<file path="src/design/pts_pkg.sv">
package pts_pkg;

  localparam int unsigned EntryW   = 5;
  localparam int unsigned TimeW    = 24;
  localparam int unsigned ElapsedW = 16;
  localparam int unsigned WaitW    = 16;
  localparam int unsigned CountW   = 6;

  localparam logic [WaitW-1:0] MaxWaitReset = WaitW'(60);

  // Command codes
  localparam logic CmdLoad = 1'b0;
  localparam logic CmdTick = 1'b1;

  // Register indexes (byte address / 4)
  typedef enum logic {
    REG_ACTIVE_COUNT = 1'b0,
    REG_MAX_WAIT     = 1'b1
  } pts_reg_e;

  typedef struct packed {
    logic                command;
    logic [EntryW-1:0]   entry_index;
    logic [TimeW-1:0]    period_sec;
    logic [ElapsedW-1:0] elapsed_sec;
  } pts_in_t;

  typedef struct packed {
    logic              is_wait_report;
    logic [EntryW-1:0] fired_index;
    logic [WaitW-1:0]  next_wait_sec;
    logic              last;
  } pts_out_t;

endpackage

</file>
<file path="src/design/pts_ram.sv">
module pts_ram #(
  parameter int unsigned Width = 24,
  parameter int unsigned Depth = 32
) (
  input  logic                                   clk_i,
  input  logic                                   we_i,
  input  logic [(Depth > 1 ? $clog2(Depth) : 1)-1:0] waddr_i,
  input  logic [Width-1:0]                       wdata_i,
  input  logic                                   re_i,
  input  logic [(Depth > 1 ? $clog2(Depth) : 1)-1:0] raddr_i,
  output logic [Width-1:0]                       rdata_o
);

  logic [Width-1:0] mem_q [Depth];
  logic [Width-1:0] rdata_q;

  always_ff @(posedge clk_i) begin
    if (we_i) begin
      mem_q[waddr_i] <= wdata_i;
    end
    if (re_i) begin
      rdata_q <= mem_q[raddr_i];
    end
  end

  assign rdata_o = rdata_q;

endmodule

</file>
<file path="src/design/periodic_timer_table_scheduler.sv">
// Channel    Direction  Handshake                        Payload
// ---------  ---------  -------------------------------  ---------------------
// command    in         start & !busy accepts a transfer cmd_i (pts_in_t)
// result     out        result_strobe_o, one cycle only   result_o (pts_out_t)
// config     in/out     APB, write at psel&penable&pwrite  pwdata / prdata
//
// A load transfer keeps busy low; the next command may follow at once. A tick
// keeps busy high through the walk and report states (straight to the report
// state when N is zero), N = min(active_count, NUM_TIMERS): the walk visits one
// entry per cycle through the remaining/period RAM read port (registered read
// data), then the report state forms the wait report. Results leave through an
// output register, so the wait report shows in the first cycle with busy low.
// Reset clears control and configuration only; table entries are undefined
// until loaded. The receiver cannot stall, so the walk never pauses.
module periodic_timer_table_scheduler
  import pts_pkg::*;
#(
  parameter int unsigned NUM_TIMERS = 32
) (
  input  logic        clk_i,
  input  logic        rst_ni,
  // command channel
  input  logic        start,
  output logic        busy,
  input  pts_in_t     cmd_i,
  // result channel
  output logic        result_strobe_o,
  output pts_out_t    result_o,
  // configuration
  input  logic        psel,
  input  logic        penable,
  input  logic        pwrite,
  input  logic [2:0]  paddr,
  input  logic [31:0] pwdata,
  output logic [31:0] prdata,
  output logic        pready
);

  localparam int unsigned IdxW = (NUM_TIMERS > 1) ? $clog2(NUM_TIMERS) : 1;
  localparam int unsigned CntW = $clog2(NUM_TIMERS + 1);

  typedef enum logic [2:0] {
    S_IDLE   = 3'b001,
    S_WALK   = 3'b010,
    S_REPORT = 3'b100
  } pts_state_e;

  // ---------------------------------------------------------------------------
  // Configuration registers
  // ---------------------------------------------------------------------------
  logic [CountW-1:0] active_count_q;
  logic [WaitW-1:0]  max_wait_q;
  logic              cfg_wr;

  assign pready = 1'b1;
  assign cfg_wr = psel & penable & pwrite;

  always_ff @(posedge clk_i or negedge rst_ni) begin
    if (!rst_ni) begin
      active_count_q <= '0;
      max_wait_q     <= MaxWaitReset;
    end else if (cfg_wr) begin
      case (pts_reg_e'(paddr[2]))
        REG_ACTIVE_COUNT: active_count_q <= pwdata[CountW-1:0];
        REG_MAX_WAIT:     max_wait_q     <= pwdata[WaitW-1:0];
        default: ;
      endcase
    end
  end

  always_comb begin
    case (pts_reg_e'(paddr[2]))
      REG_ACTIVE_COUNT: prdata = {{(32-CountW){1'b0}}, active_count_q};
      REG_MAX_WAIT:     prdata = {{(32-WaitW){1'b0}}, max_wait_q};
      default:          prdata = '0;
    endcase
  end

  // ---------------------------------------------------------------------------
  // Sequencer
  // ---------------------------------------------------------------------------
  pts_state_e        state_q, state_d;
  logic [CntW-1:0]   cnt_q, cnt_d;       // entries to walk this tick
  logic [CntW-1:0]   rd_q, rd_d;         // next entry to read
  logic              p_vld_q;            // read data valid for p_idx_q
  logic [IdxW-1:0]   p_idx_q;
  logic [ElapsedW-1:0] elapsed_q, elapsed_d;
  logic [WaitW-1:0]  best_q, best_d;     // running minimum, starts at max_wait
  logic              res_vld_q, res_vld_d;
  pts_out_t          res_q, res_d;

  logic              accept;
  logic              load_wr;
  logic              rd_en;
  logic [TimeW-1:0]  rem_rdata;
  logic [TimeW-1:0]  per_rdata;
  logic [TimeW-1:0]  r_sub;
  logic [TimeW-1:0]  r_new;
  logic              fire;
  logic              rem_we;
  logic [IdxW-1:0]   rem_waddr;
  logic [TimeW-1:0]  rem_wdata;

  assign busy    = (state_q != S_IDLE);
  assign accept  = start & ~busy;
  // loads beyond the table are dropped
  assign load_wr = accept & (cmd_i.command == CmdLoad) &
                   (32'(cmd_i.entry_index) < NUM_TIMERS);
  assign rd_en   = (state_q == S_WALK) & (rd_q != cnt_q);

  // update of the entry whose read data arrived this cycle
  assign r_sub = (rem_rdata > TimeW'(elapsed_q)) ? (rem_rdata - TimeW'(elapsed_q)) : '0;
  assign fire  = (r_sub == '0);
  assign r_new = fire ? per_rdata : r_sub;

  // one write port on the remaining table: loads in idle, write-back in walk
  assign rem_we    = load_wr | p_vld_q;
  assign rem_waddr = p_vld_q ? p_idx_q : IdxW'(cmd_i.entry_index);
  assign rem_wdata = p_vld_q ? r_new : '0;

  always_comb begin
    state_d   = state_q;
    cnt_d     = cnt_q;
    rd_d      = rd_q;
    elapsed_d = elapsed_q;
    best_d    = best_q;
    res_vld_d = 1'b0;
    res_d     = res_q;

    if (p_vld_q) begin
      if (r_new < TimeW'(best_q)) begin
        best_d = r_new[WaitW-1:0];
      end
      if (fire) begin
        res_vld_d            = 1'b1;
        res_d.is_wait_report = 1'b0;
        res_d.fired_index    = EntryW'(p_idx_q);
        res_d.next_wait_sec  = '0;
        res_d.last           = 1'b0;
      end
    end

    case (state_q)
      S_IDLE: begin
        if (accept && (cmd_i.command == CmdTick)) begin
          cnt_d     = (active_count_q > CountW'(NUM_TIMERS)) ?
                      CntW'(NUM_TIMERS) : CntW'(active_count_q);
          rd_d      = '0;
          elapsed_d = cmd_i.elapsed_sec;
          best_d    = max_wait_q;
          state_d   = (cnt_d == '0) ? S_REPORT : S_WALK;
        end
      end
      S_WALK: begin
        if (rd_en) begin
          rd_d = rd_q + CntW'(1);
        end else begin
          // last entry is in the update stage now
          state_d = S_REPORT;
        end
      end
      S_REPORT: begin
        res_vld_d            = 1'b1;
        res_d.is_wait_report = 1'b1;
        res_d.fired_index    = '0;
        res_d.next_wait_sec  = best_q;
        res_d.last           = 1'b1;
        state_d              = S_IDLE;
      end
      default: state_d = S_IDLE;
    endcase
  end

  always_ff @(posedge clk_i or negedge rst_ni) begin
    if (!rst_ni) begin
      state_q   <= S_IDLE;
      rd_q      <= '0;
      p_vld_q   <= 1'b0;
      res_vld_q <= 1'b0;
    end else begin
      state_q   <= state_d;
      rd_q      <= rd_d;
      p_vld_q   <= rd_en;
      res_vld_q <= res_vld_d;
    end
  end

  always_ff @(posedge clk_i) begin
    cnt_q     <= cnt_d;
    p_idx_q   <= rd_q[IdxW-1:0];
    elapsed_q <= elapsed_d;
    best_q    <= best_d;
    res_q     <= res_d;
  end

  assign result_strobe_o = res_vld_q;
  assign result_o        = res_q;

  // ---------------------------------------------------------------------------
  // Tables
  // ---------------------------------------------------------------------------
  pts_ram #(
    .Width (TimeW),
    .Depth (NUM_TIMERS)
  ) u_period_ram (
    .clk_i   (clk_i),
    .we_i    (load_wr),
    .waddr_i (IdxW'(cmd_i.entry_index)),
    .wdata_i (cmd_i.period_sec),
    .re_i    (rd_en),
    .raddr_i (rd_q[IdxW-1:0]),
    .rdata_o (per_rdata)
  );

  pts_ram #(
    .Width (TimeW),
    .Depth (NUM_TIMERS)
  ) u_remaining_ram (
    .clk_i   (clk_i),
    .we_i    (rem_we),
    .waddr_i (rem_waddr),
    .wdata_i (rem_wdata),
    .re_i    (rd_en),
    .raddr_i (rd_q[IdxW-1:0]),
    .rdata_o (rem_rdata)
  );

endmodule

</file>
<file path="config.mk">
export PLATFORM = sky130hd
export DESIGN_NAME = periodic_timer_table_scheduler
export DESIGN_NICKNAME = d
export VERILOG_FILES = /design/src/design/pts_pkg.sv /design/src/design/pts_ram.sv /design/src/design/periodic_timer_table_scheduler.sv
export SDC_FILE = /design/constraint.sdc
export NUM_CORES = 2
export LEC_CHECK = 0
export ABC_AREA = 1
export BUFFER_PORTS_ARGS = -buffer_cell sky130_fd_sc_hd__buf_4
export CORE_ASPECT_RATIO = 0.75
export CORE_MARGIN = 8
export CORE_UTILIZATION = 40
export DETAILED_ROUTE_END_ITERATION = 8
export PLACE_DENSITY = 0.67
export SLEW_MARGIN = 25
export SYNTH_ARGS = -nofsm -noshare
export SYNTH_HDL_FRONTEND = slang
export SYNTH_SLANG_ARGS = --single-unit
</file>
<file path="constraint.sdc">
create_clock -name clk_i -period 13.1 [get_ports clk_i]
set_clock_uncertainty 0.1 [all_clocks]
set_input_delay 1.31 -clock clk_i [delete_from_list [all_inputs] [get_ports clk_i]]
set_output_delay 1.31 -clock clk_i [all_outputs]
set_load 0.05 [all_outputs]
</file>
==> reports/metrics.cfg <==
[worst_setup_path]
timing.rr.start = elapsed_q[15]
cp_num_buf_inv = 4
timing.rr.end = best_q[15]
critical_path.max_stage_delay_ps = 420
total_stage_count_of_the_critical_path = 31
worstPathArrival_ps = 6130
crit_path_frequent_cell = sky130_fd_sc_hd__nand2_1
rrSetupSlack_ps = 7540
type_of_element_capturing_the_critical_path = register
worst_path_dominant_cell_family = simple AND/OR/NAND/NOR gates
critPathKind = reg2reg
critical_path_peak_fanout = 25
worstSetupStartpointType = register
timing.critical_path.required_ps = 13670
r2r_cells = 31
critical_path.slowest_cell = sky130_fd_sc_hd__nor2_4

[clocking]
cts_hold_repair.buffers = 0
clock_latency_at_the_later_pin_of_the_worst_skew_pair_ps = 780
clkSinkCount = 1682
post-cts-setup-buffer-count = 0
clk_pin_slew_worst_paths_ps = 60
htree_num_levels = 4
tritoncts.num_buffers = 147
post_cts.resized_instances = 0
tritoncts_clock_tree = built
cts_max_path_buffers = 3
cts-root-buf = sky130_fd_sc_hd__clkbuf_16

[floorplan]
die_w_um = 489.9
initial_core_utilization_pct = 40.26
rows = 130
die_area_um2 = 182000
design.portCount = 145
core_area_um2 = 167400
die-height_um = 371.5

[route]
final_antenna_net_count = 0
viasPerCell = 5.746
detail_route.wirelength_mm = 188.2
remaining_drc_errors = 0
drt_first_pass_iters = 6
via_count = 44110
drt_iter0_markers = 6165
wl_per_cell_um = 24.52

[min_path]
worst_hold_path_type = reg2reg
worstHoldEndpoint = result_o[21]
hold_path_startpoint = result_o[21]
min_delay_path_depth = 2

[yosys]
ys_warn_count = 0
synth.area.top_cells = sky130_fd_sc_hd__edfxtp_1 (72%), sky130_fd_sc_hd__o21ai_0 (6.1%), sky130_fd_sc_hd__nor2_1 (5.6%), sky130_fd_sc_hd__o22ai_1 (2.2%), sky130_fd_sc_hd__nand2_1 (2.1%)
synth.yosys.seq_area_share_pct = 74.32
async_reset_ff_share_pct = 1.962
synth.cells.most_frequent = sky130_fd_sc_hd__edfxtp_1 (1622), sky130_fd_sc_hd__nor2_1 (998), sky130_fd_sc_hd__o21ai_0 (828)
ys_dominant_reg_cell = sky130_fd_sc_hd__edfxtp_1
synth_edf_count = 1622
synth_top_cell_by_area = sky130_fd_sc_hd__edfxtp_1
synth_cells = 5276
synthMostInstantiatedCell = sky130_fd_sc_hd__edfxtp_1
flop_and_latch_count_out_of_synthesis = 1682
synth.avg_cell_area_um2 = 12.77
ys_types = 49
synth.top_cell.area_share_pct = 72.28
syn-cell-area_um2 = 67380

[finish]
finalCoreUtilization_pct = 45.32
final_layout_size_suffix_gt1_share_pct = 10.22
finished_layout_cells = 7677
fin_nets = 5432
synthToLayoutAreaGrowth_pct = 12.57

[outcome]
run_status = completed

[grt]
first_global_vias = 41440
grt_pass1_wl_mm = 272.9
grt_remaining_overflow = 0
gr-usage-all-layers_pct = 19.77
initial_antenna_violation_count = 12
grt_start_max_net_pins = 200

[flow_run]
cap_violations = 0

[sta]
rsz0062_at_grt = false
share_of_the_cycle_needed_by_the_critical_path_after_routing_pct = 42.42
tightest_slew_ps = 1110
timing_max_transition_violations_final = 0
final_hold_viol_count = 0
final.setup.tns_ps = 0
relSlewSlack_pct = 26.02
max_freq_ghz = 0.1800
post-route-min-period_ps = 5557
setup_violations = 0

[place]
port-buffer-count = 109
gp_routability_congestion = 0.8632
placed_cells_incl_taps = 7406
dp.final_hpwl_mm = 98.97

[power]
vdd_drop_max_mv = 0.2484
pwr_density_cell_nw_per_um2 = 198.2
reported_leakage_power_uw = 0.02549

-- layout make-up --
class	instances	area, um2
fillers	14700	91520
flip-flops and latches	1682	50090
multi-input cells	3045	15640
clock buffers	196	4043
well taps	2244	2808
repair buffers	234	1957
inverters	202	783.3
clock inverters	71	521.8
diodes	3	7.507
-- where the power goes --
part	internal (uW)	switching, uW
combinational	1240	3260
clock	2260	1950
sequential	6220	111
-- tightest hold or removal path: cells and delay by family (launching register included) --
kind            cells  cell delay [ps]
compound gates      1               50
buf+inv             1               50
flops               1              310
-- logic make-up after synthesis --
| kind of cell | count (synthesis) | synth area share [%] |
|---|---|---|
| fa+ha+maj | 33 | 0.6239 |
| compound gates | 1395 | 12.11 |
| flops | 1682 | 74.32 |
| simple gates | 1581 | 9.332 |
| other cells | 2 | 0.01115 |
| buf+inv | 564 | 3.313 |
| mux | 11 | 0.1820 |
| xor+xnor | 8 | 0.1040 |
-- worst max-delay path by stage --
| stage | from | to | slack (ps) |
|---|---|---|---|
| floorplan | elapsed_q[0] | best_q[10] | 8800 |
| global placement | elapsed_q[14] | best_q[15] | 7710 |
| detailed placement | elapsed_q[15] | best_q[15] | 7650 |
| CTS | elapsed_q[14] | best_q[15] | 7630 |
| global route | elapsed_q[15] | best_q[15] | 7120 |
| finish | elapsed_q[15] | best_q[15] | 7540 |
-- through the flow --
stage	area (um2)	hold slack, ps	worst slack (ps)	power [uW]
6_report	75860	352.4	7543	15040
3_5_place_dp	71260	344.8	7648	10850
3_3_place_gp	71130	345.9	7707	10760
4_1_cts	75820	353.7	7625	15000
2_1_floorplan	67440	245.4	8802	9312
5_1_grt	75850	370.4	7119	15700
-- sequential cells by signal, summed over array words and instances (netlist names) --
| signal | cells |
|---|---|
| u_remaining_ram.rdata_o | 24 |
| best_q | 16 |
| u_period_ram.rdata_o | 24 |
| max_wait_q | 16 |
| u_period_ram.mem_q | 768 |
| state_q | 3 |
| u_remaining_ram.mem_q | 768 |
| elapsed_q | 16 |
| result_o | 22 |
| p_vld_q | 1 |
| active_count_q | 6 |
| result_strobe_o | 1 |
| cnt_q | 6 |
| rd_q | 6 |
| p_idx_q | 5 |
-- cells in the final DEF, fill, tap and decap left out, types with 3 or more instances in the layout --
| master | synthesis | routed |
|---|---|---|
| sky130_fd_sc_hd__a21oi_1 | 78 | 76 |
| sky130_fd_sc_hd__a221oi_1 | 49 | 49 |
| sky130_fd_sc_hd__a31oi_1 | 24 | 24 |
| sky130_fd_sc_hd__a32oi_1 | 47 | 47 |
| sky130_fd_sc_hd__buf_12 | 0 | 8 |
| sky130_fd_sc_hd__buf_16 | 0 | 5 |
| sky130_fd_sc_hd__buf_4 | 18 | 221 |
| sky130_fd_sc_hd__bufinv_16 | 0 | 4 |
| sky130_fd_sc_hd__clkbuf_1 | 320 | 40 |
| sky130_fd_sc_hd__clkbuf_16 | 0 | 155 |
| sky130_fd_sc_hd__clkinv_1 | 2 | 30 |
| sky130_fd_sc_hd__clkinv_2 | 0 | 22 |
| sky130_fd_sc_hd__clkinv_8 | 0 | 6 |
| sky130_fd_sc_hd__clkinvlp_4 | 0 | 4 |
| sky130_fd_sc_hd__conb_1 | 2 | 17 |
| sky130_fd_sc_hd__dfrtp_1 | 28 | 24 |
| sky130_fd_sc_hd__dfrtp_4 | 0 | 3 |
| sky130_fd_sc_hd__dfstp_2 | 5 | 5 |
| sky130_fd_sc_hd__dfxtp_1 | 27 | 27 |
| sky130_fd_sc_hd__diode_2 | 0 | 3 |
| sky130_fd_sc_hd__edfxtp_1 | 1622 | 1622 |
| sky130_fd_sc_hd__ha_1 | 32 | 32 |
| sky130_fd_sc_hd__inv_1 | 197 | 192 |
| sky130_fd_sc_hd__inv_2 | 3 | 4 |
| sky130_fd_sc_hd__inv_6 | 0 | 5 |
| sky130_fd_sc_hd__inv_8 | 0 | 3 |
| sky130_fd_sc_hd__mux2_2 | 10 | 10 |
| sky130_fd_sc_hd__nand2_1 | 372 | 372 |
| sky130_fd_sc_hd__nand2_2 | 6 | 6 |
| sky130_fd_sc_hd__nand3_1 | 138 | 138 |
| sky130_fd_sc_hd__nand4_1 | 14 | 14 |
| sky130_fd_sc_hd__nor2_1 | 998 | 931 |
| sky130_fd_sc_hd__nor2_4 | 1 | 68 |
| sky130_fd_sc_hd__nor3_1 | 30 | 29 |
| sky130_fd_sc_hd__o21ai_0 | 828 | 828 |
| sky130_fd_sc_hd__o221ai_1 | 123 | 123 |
| sky130_fd_sc_hd__o22ai_1 | 237 | 237 |
| sky130_fd_sc_hd__or2_2 | 9 | 9 |
| sky130_fd_sc_hd__xor2_1 | 6 | 6 |
-- metal layers --
| metal | up-vias | wire [um] | GRT usage, % |
|---|---|---|---|
| met5 | - | 64 | 0 |
| met4 | 10 | 5460 | 6.152 |
| met3 | 380 | 20030 | 4.220 |
| met2 | 2356 | 86050 | 30.92 |
| met1 | 21850 | 76630 | 27.79 |
| li1 | 19520 | - | - |
Power figures use the tool's default switching activity.
